## src/rtl/core/rbst_pkg.sv

```systemverilog
// ----------------------------------------------------------------------------
// rbst_pkg
// shared types and constants for the ray / box slab test core
// ----------------------------------------------------------------------------
`default_nettype none

package rbst_pkg;

  localparam int COORD_W       = 32;
  localparam int LIM_W         = 31;
  localparam int NUM_LANES     = 4;
  localparam int FRAC_BITS_DEF = 16;

  // one divider lane per box edge
  localparam int LANE_MIN_X = 0;
  localparam int LANE_MAX_X = 1;
  localparam int LANE_MIN_Y = 2;
  localparam int LANE_MAX_Y = 3;

  typedef enum logic [1:0] {
    REG_BOX_MIN_X = 2'd0,
    REG_BOX_MIN_Y = 2'd1,
    REG_BOX_MAX_X = 2'd2,
    REG_BOX_MAX_Y = 2'd3
  } reg_index_t;

  // per-lane sign and zero-direction info riding along with the quotient
  typedef struct packed {
    logic neg;      // quotient is negative
    logic zdir;     // direction component is zero
    logic inf_pos;  // with zdir: crossing is +inf, else -inf
  } lane_flags_t;

endpackage

`default_nettype wire

```

## src/rtl/core/rbst_combine.sv

```systemverilog
// ----------------------------------------------------------------------------
// rbst_combine
// signed crossings, per-axis ordering, then entry / exit across axes
// ----------------------------------------------------------------------------
`default_nettype none

module rbst_combine #(
  parameter int QW = 49,
  parameter int CW = QW + 2
) (
  input  wire logic                                            clk,
  input  wire logic                                            rst,
  input  wire logic                                            en,
  input  wire logic                                            up_valid,
  input  wire logic [rbst_pkg::LIM_W-1:0]                      up_lim,
  input  wire rbst_pkg::lane_flags_t [rbst_pkg::NUM_LANES-1:0] up_flags,
  input  wire logic [rbst_pkg::NUM_LANES-1:0][QW-1:0]          up_quo,
  output logic                                                 dn_valid,
  output logic [rbst_pkg::LIM_W-1:0]                           dn_lim,
  output logic signed [CW-1:0]                                 tmin,
  output logic signed [CW-1:0]                                 tmax
);
  import rbst_pkg::*;

  localparam logic signed [CW-1:0] POS_INF = {2'b01, {QW{1'b0}}};
  localparam logic signed [CW-1:0] NEG_INF = {2'b11, {QW{1'b0}}};

  logic signed [CW-1:0] xing [NUM_LANES];
  logic signed [CW-1:0] lo_x, hi_x, lo_y, hi_y;
  logic                 a_valid;
  logic [LIM_W-1:0]     a_lim;

  always_comb begin
    logic signed [CW-1:0] mag;
    for (int l = 0; l < NUM_LANES; l++) begin
      mag = {2'b00, up_quo[l]};
      if (up_flags[l].zdir) begin
        xing[l] = up_flags[l].inf_pos ? POS_INF : NEG_INF;
      end else begin
        xing[l] = up_flags[l].neg ? -mag : mag;
      end
    end
  end

  // first stage: order each axis pair
  always_ff @(posedge clk) begin
    if (en) begin
      a_lim <= up_lim;
      if (xing[LANE_MIN_X] < xing[LANE_MAX_X]) begin
        lo_x <= xing[LANE_MIN_X];
        hi_x <= xing[LANE_MAX_X];
      end else begin
        lo_x <= xing[LANE_MAX_X];
        hi_x <= xing[LANE_MIN_X];
      end
      if (xing[LANE_MIN_Y] < xing[LANE_MAX_Y]) begin
        lo_y <= xing[LANE_MIN_Y];
        hi_y <= xing[LANE_MAX_Y];
      end else begin
        lo_y <= xing[LANE_MAX_Y];
        hi_y <= xing[LANE_MIN_Y];
      end
    end
  end

  // second stage: latest entry, earliest exit
  always_ff @(posedge clk) begin
    if (en) begin
      dn_lim <= a_lim;
      tmin   <= (lo_y > lo_x) ? lo_y : lo_x;
      tmax   <= (hi_y < hi_x) ? hi_y : hi_x;
    end
  end

  always_ff @(posedge clk) begin
    if (rst) begin
      a_valid  <= 1'b0;
      dn_valid <= 1'b0;
    end else if (en) begin
      a_valid  <= up_valid;
      dn_valid <= a_valid;
    end
  end

endmodule

`default_nettype wire
```

## config.mk

```make
export PLATFORM = sky130hd
export DESIGN_NAME = rbst_combine
export DESIGN_NICKNAME = d
export VERILOG_FILES = /design/src/rtl/core/rbst_pkg.sv /design/src/rtl/core/rbst_combine.sv
export SDC_FILE = /design/constraint.sdc
export NUM_CORES = 1
export LEC_CHECK = 0
export ABC_AREA = 1
export ABC_CLOCK_PERIOD_IN_PS = 3760
export BUFFER_PORTS_ARGS = -buffer_cell sky130_fd_sc_hd__buf_2
export CORE_MARGIN = 2
export CORE_UTILIZATION = 45
export CTS_BUF_LIST = sky130_fd_sc_hd__clkbuf_8 sky130_fd_sc_hd__clkbuf_16
export DETAILED_ROUTE_END_ITERATION = 7
export MAX_ROUTING_LAYER = met4
export PLACE_DENSITY = 0.65
export REMOVE_ABC_BUFFERS = 1
export SYNTH_ARGS = -nofsm -noshare
export SYNTH_HDL_FRONTEND = slang
export SYNTH_SLANG_ARGS = --single-unit
```

## constraint.sdc

```tcl
create_clock -name clk -period 3.76 [get_ports clk]
set_input_delay 0.376 -clock clk [delete_from_list [all_inputs] [get_ports clk]]
set_output_delay 0.376 -clock clk [all_outputs]
set_load 0.02 [all_outputs]
```

==> results.sh <==
export IMPL_crit_path_end_kind="flop"
export IMPL_vdd_ir_drop_max_v=0.000285
export IMPL_crit_arrival_ps=3790
export IMPL_synth_cell_type_count=43
export IMPL_synthArstFlopShare=0
export IMPL_grt_max_degree=91
export IMPL_hold_path_class="input port to flop"
export IMPL_required_ps=4050
export IMPL_hold_ws_ps=36.9
export IMPL_period_needed_ps=3500
export IMPL_hold_viol=0
export IMPL_grt_ovfl_total=0
export IMPL_cap_violations=0
export IMPL_clock_sinks=370
export IMPL_postSynthCellCount=3977
export IMPL_syn_mean_instance_area_sq_um=7.10
export IMPL_timing_final_crit_share=0.931
export IMPL_fin_ws_ps=260
export IMPL_io_pins=377
export IMPL_vias=30197
export IMPL_cts_clk_slew_worst_paths_ps=60
export IMPL_worstSetupStartpointType="input port"
export IMPL_synth_seq_cells=370
export IMPL_clkLatencyLatePin_ps=560
export IMPL_worstMarginPinSlew_ps=711
export IMPL_finalSetupTns_ps=0
export IMPL_route_detailed_drc=0
export IMPL_final_layout_size_suffix_gt1_frac=0.220
export IMPL_die_area_sq_mm=0.0648
export IMPL_fmax_mhz=286
export IMPL_drt_wl_total_um=109000
export IMPL_powerDensity_mw_per_mm2=429
export IMPL_die_w_um=254
export IMPL_leakage_nw=18.7
export IMPL_dp_hpwl_um=89300
export IMPL_synthesis_area_sq_mm=0.0282
export IMPL_ys_seq_area_frac=0.393
export IMPL_status="finished clean"
export IMPL_pre_cts_ws_ps=-456
export IMPL_drt_iter0_drc=3114
export IMPL_drt_first_pass_iters=6
export IMPL_cts_tree="built"
export IMPL_critPathKind="input port to flop"
export IMPL_io_buffer_count=376
export IMPL_grt_pass1_wl_um=160000
export IMPL_synth_edf_count=368
export IMPL_ant_nets=0
export IMPL_critical_path_peak_fanout=27
export IMPL_clk_path_buf_depth=3
export IMPL_rows=91
export IMPL_vias_per_cell=5.25
export IMPL_clock_skew_ps=14.3
export IMPL_start_util=0.457
export IMPL_synth_main_ff_cell="edfxtp_1"
export IMPL_grt_usage=0.339
export IMPL_htree_num_levels=2
export IMPL_slew_violations=0
export IMPL_yosysWarnings=0
export IMPL_gp_congestion=1.05
export IMPL_cts_made_buffers=38
export IMPL_final_nets=5323
export IMPL_post_drt_wl_per_cell_um=19.0
export IMPL_core_sq_mm=0.0618
export IMPL_die_height_um=254
export IMPL_setup_viol=0
export IMPL_rsz0062_at_grt="false"
export IMPL_antenna_found_initial=7
export IMPL_area_growth_pct=30.1
export IMPL_cts_root_buf="clkbuf_16"
export IMPL_relSlewSlack=0.526
export IMPL_grt_pass1_vias=27597
layout make-up:
| type | instances | area [sq um] |
|---|---|---|
| fill | 5844 | 25100 |
| multi-input combinational | 3006 | 14800 |
| sequential | 370 | 11100 |
| timing repair buffer | 982 | 6800 |
| inverter | 477 | 1790 |
| tap | 837 | 1050 |
| clock buffer | 39 | 976 |
| clock inverter | 30 | 218 |
| antenna | 6 | 15.0 |
cells in the final DEF, fill, tap and decap left out, types with 6 or more instances in the layout:
master,count
a21o_1,6
a21oi_1,201
and3_1,18
buf_12,13
buf_2,375
buf_4,555
clkbuf_16,43
clkinv_1,8
clkinv_2,6
diode_2,6
dlygate4sd3_1,31
edfxtp_1,368
ha_1,205
inv_1,481
nand2_1,1403
nand2_2,11
nand3_1,304
nand3_2,10
nand3b_1,10
nand4_1,66
nor2_1,456
nor2_2,18
nor2_4,9
nor3_1,82
nor4_1,16
o21a_1,13
o21ai_0,113
o31ai_1,9
or2_2,8
xor2_1,6
cell families after synthesis:
group / Yosys count / share of synthesized area
AND/OR/NAND/NOR: 2429 / 0.357
buffers and inverters: 601 / 0.0885
flip-flops: 370 / 0.393
AO/OA/AOI/OAI: 365 / 0.0686
adder cells (fa/ha/maj): 205 / 0.0908
XOR/XNOR: 7 / 0.00217
critical path: stages:
cell,delay (ps)
buf_2,110
nor2_1,260
nand2_1,160
buf_4,160
nor2_1,130
nand2_1,80
nor2_1,180
nand2_1,150
buf_4,160
nand3_1,60
nand2_1,50
nor2_1,320
inv_1,80
ha_1,280
nand2_1,60
nor2_2,120
nand3_2,140
nor2_1,100
nand2_1,60
nand2_1,100
nor2_4,50
nand3_1,110
nand2_4,130
buf_16,190
nand2_1,70
nand2_1,90
path summary, 6_finish.rpt:
path / slack [ps] / end / cells past startpoint / start
max: 260 / lo_y[13]$_DFFE_PP_ / 26 / up_quo[171]
min: 40 / a_lim[22]$_DFFE_PP_ / 1 / up_lim[22]
max reg2reg: 550 / tmax[43]$_DFFE_PP_ / 10 / hi_y[16]$_DFFE_PP_
min reg2reg: 420 / dn_lim[0]$_DFFE_PP_ / 0 / a_lim[0]$_DFFE_PP_
through the flow:
step	area (sq um)	power, mW	std cells	utilization
final	36700	15.7	5747	0.594
after floorplan	27500	9.04	3853	-
after CTS	36400	15.6	5735	0.589
after global placement	34900	11.8	5635	0.565
after global routing	36700	16.5	5747	0.594
after detailed placement	34900	11.9	5635	0.565
metal layers:
layer	GRT usage	share of wire
met2	0.527	0.45
met4	0.104	0.032
met1	0.459	0.43
met3	0.0453	0.089
met5	-	0
cell usage after synthesis, types with 6 or more instances:
cell type / number / area, sq um
buf_6: 19 / 214
nor2_1: 472 / 1770
buf_4: 16 / 120
nor2_2: 9 / 56.3
edfxtp_1: 368 / 11100
a21oi_1: 204 / 1020
a21o_1: 6 / 45.0
o21ai_0: 114 / 571
nand3b_1: 10 / 75.1
nand3_1: 310 / 1550
nor3_1: 84 / 420
buf_1: 9 / 33.8
nand2_2: 7 / 43.8
and3_1: 19 / 119
nand2_1: 1407 / 5280
ha_1: 205 / 2560
or2_2: 8 / 50.1
buf_2: 32 / 160
o31ai_1: 9 / 67.6
xor2_1: 6 / 52.6
nor4_1: 16 / 100
inv_1: 473 / 1780
o21a_1: 13 / 97.6
clkbuf_1: 48 / 180
nand4_1: 66 / 413
power breakdown:
part | internal (mW) | switching (mW)
Clock | 2.04 | 1.66
Combinational | 2.07 | 3.90
Sequential | 5.56 | 0.509
sequential cells by signal, indices dropped and copies added (netlist names):
register  cells
hi_x         51
hi_y         51
lo_x         51
lo_y         51
tmax         51
tmin         51
a_lim        31
dn_lim       31
a_valid       1
dn_valid      1
repair_timing:
action                                  CTS  global route
endpoints found under the setup margin    0           185
hold endpoints to repair                 32             0
gates resized for setup                   0            45
buffers inserted                          0             2
hold buffers                             31             0
Power figures use the tool's default switching activity.
