### src/rtl/core/rbst_pkg.sv
// ----------------------------------------------------------------------------
// rbst_pkg
// shared types and constants for the ray / box slab test core
// ----------------------------------------------------------------------------
`default_nettype none

package rbst_pkg;

  localparam int COORD_W       = 32;
  localparam int LIM_W         = 31;
  localparam int NUM_LANES     = 4;
  localparam int FRAC_BITS_DEF = 16;

  // one divider lane per box edge
  localparam int LANE_MIN_X = 0;
  localparam int LANE_MAX_X = 1;
  localparam int LANE_MIN_Y = 2;
  localparam int LANE_MAX_Y = 3;

  typedef enum logic [1:0] {
    REG_BOX_MIN_X = 2'd0,
    REG_BOX_MIN_Y = 2'd1,
    REG_BOX_MAX_X = 2'd2,
    REG_BOX_MAX_Y = 2'd3
  } reg_index_t;

  // per-lane sign and zero-direction info riding along with the quotient
  typedef struct packed {
    logic neg;      // quotient is negative
    logic zdir;     // direction component is zero
    logic inf_pos;  // with zdir: crossing is +inf, else -inf
  } lane_flags_t;

endpackage

`default_nettype wire

### src/rtl/core/rbst_cell.sv
// ----------------------------------------------------------------------------
// rbst_cell
// one restoring-division step for all four lanes, registered
// ----------------------------------------------------------------------------
`default_nettype none

module rbst_cell #(
  parameter int QW = 49
) (
  input  wire logic                                            clk,
  input  wire logic                                            rst,
  input  wire logic                                            en,
  input  wire logic                                            up_valid,
  input  wire logic [rbst_pkg::LIM_W-1:0]                      up_lim,
  input  wire rbst_pkg::lane_flags_t [rbst_pkg::NUM_LANES-1:0] up_flags,
  input  wire logic [rbst_pkg::NUM_LANES-1:0][31:0]            up_div,
  input  wire logic [rbst_pkg::NUM_LANES-1:0][31:0]            up_rem,
  input  wire logic [rbst_pkg::NUM_LANES-1:0][QW-1:0]          up_dvd,
  input  wire logic [rbst_pkg::NUM_LANES-1:0][QW-1:0]          up_quo,
  output logic                                                 dn_valid,
  output logic [rbst_pkg::LIM_W-1:0]                           dn_lim,
  output rbst_pkg::lane_flags_t [rbst_pkg::NUM_LANES-1:0]      dn_flags,
  output logic [rbst_pkg::NUM_LANES-1:0][31:0]                 dn_div,
  output logic [rbst_pkg::NUM_LANES-1:0][31:0]                 dn_rem,
  output logic [rbst_pkg::NUM_LANES-1:0][QW-1:0]               dn_dvd,
  output logic [rbst_pkg::NUM_LANES-1:0][QW-1:0]               dn_quo
);
  import rbst_pkg::*;

  logic [NUM_LANES-1:0][31:0] rem_next;
  logic [NUM_LANES-1:0]       qbit;

  always_comb begin
    logic [32:0] trial;
    for (int l = 0; l < NUM_LANES; l++) begin
      trial = {up_rem[l], up_dvd[l][QW-1]};
      qbit[l] = (trial >= {1'b0, up_div[l]});
      if (qbit[l]) begin
        rem_next[l] = 32'(trial - {1'b0, up_div[l]});
      end else begin
        rem_next[l] = trial[31:0];
      end
    end
  end

  always_ff @(posedge clk) begin
    if (rst) begin
      dn_valid <= 1'b0;
    end else if (en) begin
      dn_valid <= up_valid;
    end
  end

  always_ff @(posedge clk) begin
    if (en) begin
      dn_lim   <= up_lim;
      dn_flags <= up_flags;
      dn_div   <= up_div;
      dn_rem   <= rem_next;
      for (int l = 0; l < NUM_LANES; l++) begin
        dn_dvd[l] <= {up_dvd[l][QW-2:0], 1'b0};
        dn_quo[l] <= {up_quo[l][QW-2:0], qbit[l]};
      end
    end
  end

endmodule

`default_nettype wire

### config.mk
export PLATFORM = sky130hd
export DESIGN_NAME = rbst_cell
export DESIGN_NICKNAME = d
export VERILOG_FILES = /design/src/rtl/core/rbst_pkg.sv /design/src/rtl/core/rbst_cell.sv
export SDC_FILE = /design/constraint.sdc
export NUM_CORES = 1
export LEC_CHECK = 0
export BUFFER_PORTS_ARGS = -buffer_cell sky130_fd_sc_hd__buf_2
export CELL_PAD_IN_SITES_DETAIL_PLACEMENT = 0
export CELL_PAD_IN_SITES_GLOBAL_PLACEMENT = 1
export CORE_AREA = 2 2 537 539
export CTS_CLUSTER_SIZE = 8
export DETAILED_ROUTE_END_ITERATION = 8
export DIE_AREA = 0 0 539 541
export HOLD_SLACK_MARGIN = 0.15
export PLACE_DENSITY = 0.38
export SKIP_CTS_REPAIR_TIMING = 1
export SLEW_MARGIN = 40
export SYNTH_ARGS = -nofsm -noshare
export SYNTH_HDL_FRONTEND = slang
export SYNTH_SLANG_ARGS = --single-unit
### constraint.sdc
create_clock -name clk -period 8.3 [get_ports clk]
set_input_delay 0 -clock clk [delete_from_list [all_inputs] [get_ports clk]]
set_output_delay 0 -clock clk [all_outputs]
set_load 0.01 [all_outputs]
==> impl.org <==
** Run status
- Status :: finished clean

** Yosys
- Post-synthesis cell type count :: 69
- Synth top cells by count :: sky130_fd_sc_hd__edfxtp_1, sky130_fd_sc_hd__inv_1, sky130_fd_sc_hd__ha_1, sky130_fd_sc_hd__a21oi_1, sky130_fd_sc_hd__mux2_2
- Mean Syn Cell Area :: between 15 and 20 µm²
- After synthesis the cells add up to approximately 29,000 µm².
- Synth warnings :: 0
- Summed over all instances, the cell type with the most area after synthesis is sky130_fd_sc_hd__edfxtp_1.
- Synthesis produced a netlist whose cell count is between 1,500 and 2,000.
- Main synth FF type :: sky130_fd_sc_hd__edfxtp_1
- Top cells by area, synth :: sky130_fd_sc_hd__edfxtp_1, sky130_fd_sc_hd__ha_1, sky130_fd_sc_hd__mux2_2
- Sequential share of the synthesized area :: 0.700
- The synthesized design contains 688 register bits.
- Counting flops with an async set or reset pin after synthesis yields a share of 0.
- Most used standard cell by instance count after synthesis :: sky130_fd_sc_hd__edfxtp_1
- Counting flops with a built-in enable in the synthesized netlist gives approximately 700.
- The share of synthesized area in the top cell type comes to 0.700.

** Routing
- Count of routing violations after the opening detailed-route iteration :: 2,240
- After detailed routing, the total wire length is 229 mm.
- The pre-antenna-repair detailed-routing pass consisted of 7 iterations.
- Once detail routing completed, the nets flagged for antenna violations numbered 0.
- DRC violation count after routing :: 0
- Via count :: 29,800
- Dividing the detail-routed via count by the number of cells gives ~3.4.
- Wire per inst :: about 26 µm

** Power
- In this run the power density over the cells is between 150 and 200 nW/µm².
- Max IR drop VDD :: approximately 0.00015 V
- Summed over all cells, the static leakage comes to around 0.024 µW.
- The design draws 11,300 µW.

** Setup path
- Kind of capture point of the worst setup path :: register
- In this run the critical register-to-register path is captured at dn_valid.
- CP max FO :: 4
- WP data required :: roughly 8900 ps
- Count of cells along the worst register-to-register path :: 3
- Number of buffers and inverters on the critical path :: 5
- Critical path class :: input pin to register
- FF-to-FF Start :: dn_valid
- Most prevalent standard cell on the critical path :: sky130_fd_sc_hd__dlygate4sd3_1
- The worst setup path is launched from an input pin.
- FF-to-FF setup slack :: between 7000 and 8000 ps
- The largest single stage delay on the critical path is approximately 550 ps.
- Crit path cell chain :: dlygate4sd3_1 > buf_2 > dlygate4sd3_1 > inv_1 > ha_1 > fa_1 > nand2b_1 > a211oi_1 > o311ai_0 > a22oi_1 > nand3_1 > a31oi_1 > nor4_1 > a311o_1 > mux2_4 > dlygate4sd3_1
- Arrival time at the worst endpoint :: ~5000 ps
- The slowest stage of the critical path is the sky130_fd_sc_hd__dlygate4sd3_1 cell.
- Crit-path leading delay family :: compound AO/OA/AOI/OAI gates

** Worst hold path
- The worst hold path begins at up_dvd[195].
- Endpoint, Worst Hold :: dn_rem[96]
- Hold/Removal Path Class :: input pin to register
- Along the worst hold path, the cell count comes to 4.

** Global routing
- Maximum number of pins on one net before global-route repair :: between 90 and 100
- Global route total overflow :: 0
- The first global-routing pass estimated 274 mm of wire.
- Across every metal layer, demand over resource in global routing totals 0.146.
- Antenna violations before repair :: around 300
- The via count of the first global-routing pass is 23,800.

** Layout
- Summing all non-filler instances in the final layout gives an area of around 59,000 µm².
- Measured on the finished design, the core utilization comes to 0.205.
- From synthesis to final layout, the design area changed by 99.4%.
- Count of fill cells added during filler insertion :: roughly 32,000
- Fraction of final layout cells with drive strength greater than 1 :: 0.341
- Registers take 20,600 µm².
- The final layout contains between 5,000 and 6,000 nets.
- Multi-input logic area :: 8080 µm²

** STA
- The number of pins exceeding their max-slew limit in the final report came to 0.
- Setup violations remaining at the end of the flow were counted as 0.
- Rel. slew slack :: 0.418
- Worst Max-Slew Pin Slew :: 868 ps
- Number of hold-slack violations in the final timing report :: 0
- In the final timing run, aggregate negative setup slack is 0 ps.
- Unrepaired setup endpoints after global routing :: false
- Across the routed clock network, the largest skew measured is 0 ps.
- Final period utilization :: 0.533
- Min Tclk post-route :: 4430 ps
- Static timing analysis puts the maximum clock frequency at about 230 MHz.

** Die
- Die area :: 292,000 µm²
- Die Y-Extent :: 541 µm
- In this run the count of I/O pins placed on the die edge is approximately 1,400.
- Row count :: between 150 and 200
- Initial core utilization :: 0.103
- Standard cell core area :: approximately 290,000 µm²
- Die boundary width :: about 540 µm

** Clock tree
- Clock Latency Late Sink :: between 700 and 800 ps
- TritonCTS built the clock tree.
- Clock-pin slew was measured on the worst setup and hold paths at approximately 50 ps.
- CTS Root Buffer Type :: sky130_fd_sc_hd__clkbuf_16
- Counting every sink on the clock net gives 688.
- Deepest level of the CTS H-tree :: 3
- In this run the deepest clock path goes through 4 buffers.
- TritonCTS created between 100 and 150 clock buffers.

** Flow run
- Max capacitance violation total :: 0

** Place
- In this run the cell area measured after placement is around 41,000 µm².
- Detailed placement finished with a half-perimeter wire length of slightly below 200 mm.
- The congestion estimate from routability-driven global placement came to just under 0.9.
- Input and output buffers added on the ports amount to between 1,000 and 1,500.
==> metal layers <==
layer / part of all wire / GRT usage / up-vias
li1: - / - / 13200
met1: 0.42 / 0.166 / 14400
met2: 0.44 / 0.227 / 1572
met3: 0.11 / 0.0998 / 445
met4: 0.023 / 0.0269 / 150
met5: 0.0044 / 0 / -
==> cell usage in the layout, fill, tap and decap left out, types with 70 or more instances in the layout <==
cell	instances
sky130_fd_sc_hd__dlygate4sd3_1	1409
sky130_fd_sc_hd__buf_2	1377
sky130_fd_sc_hd__edfxtp_1	687
sky130_fd_sc_hd__inv_1	163
sky130_fd_sc_hd__ha_1	128
sky130_fd_sc_hd__a21oi_1	125
sky130_fd_sc_hd__diode_2	110
sky130_fd_sc_hd__clkbuf_16	110
sky130_fd_sc_hd__mux2_2	90
sky130_fd_sc_hd__nand2_1	86
sky130_fd_sc_hd__nor2_1	71
sky130_fd_sc_hd__xnor2_1	71
sky130_fd_sc_hd__o21ai_0	70
==> worst max-delay path by stage <==
stage / start / cells past startpoint / end
finish: up_dvd[146] / 16 / dn_rem[92]
global placement: up_div[1] / 13 / dn_rem[7]
detailed placement: up_div[1] / 13 / dn_rem[7]
global route: up_dvd[146] / 16 / dn_rem[92]
floorplan: up_div[78] / 12 / dn_rem[68]
CTS: up_div[99] / 13 / dn_rem[105]
==> stage by stage <==
step / std cells / hold slack, ps / setup WS [ps]
3_5_place_dp: 7075 / 173 / 4410
5_1_grt: 8688 / 160 / 3660
2_1_floorplan: 1936 / 72.4 / 5370
4_1_cts: 7232 / -770 / 5280
3_3_place_gp: 7073 / 160 / 4350
6_report: 8751 / 182 / 3870
==> report_power, final <==
part	switching, µW	internal [µW]
clock network	1760	2640
logic	1370	1220
registers	129	4220
==> worst register-to-register path, delay by kind of cell, from the launching register on <==
family / cells / cell delay (ps)
buf+inv: 1 / 540
simple gates: 1 / 50
flops: 1 / 310
mux: 1 / 130
==> registers in the layout, indices dropped and copies added, names as in the netlist <==
name      cells
dn_div      128
dn_flags     12
dn_dvd      192
dn_lim       31
dn_valid      1
dn_quo      196
dn_rem      128
==> final cells by class <==
| cell class | instances | area share |
|---|---|---|
| Inverter | 163 | 0.0104 |
| Sequential cell | 688 | 0.351 |
| Clock buffer | 134 | 0.0487 |
| Timing Repair Buffer | 2804 | 0.361 |
| Antenna cell | 110 | 0.00468 |
| Clock inverter | 23 | 0.00604 |
| Multi-Input combinational cell | 1048 | 0.137 |
| Tap cell | 3781 | 0.0805 |
==> cells by family (layout without fill, tap and decap cells) <==
group,Yosys count,in the layout,synth area share
AND/OR/NAND/NOR,293,293,0.0480
multiplexers,128,128,0.0519
flip-flops,688,688,0.700
XOR/XNOR,107,107,0.0318
AO/OA/AOI/OAI,384,384,0.0836
adder cells (fa/ha/maj),132,132,0.0570
buffers and inverters,200,3124,0.0271
other,1,114,0.000127
Note: power is estimated with default switching activity, not from simulation.
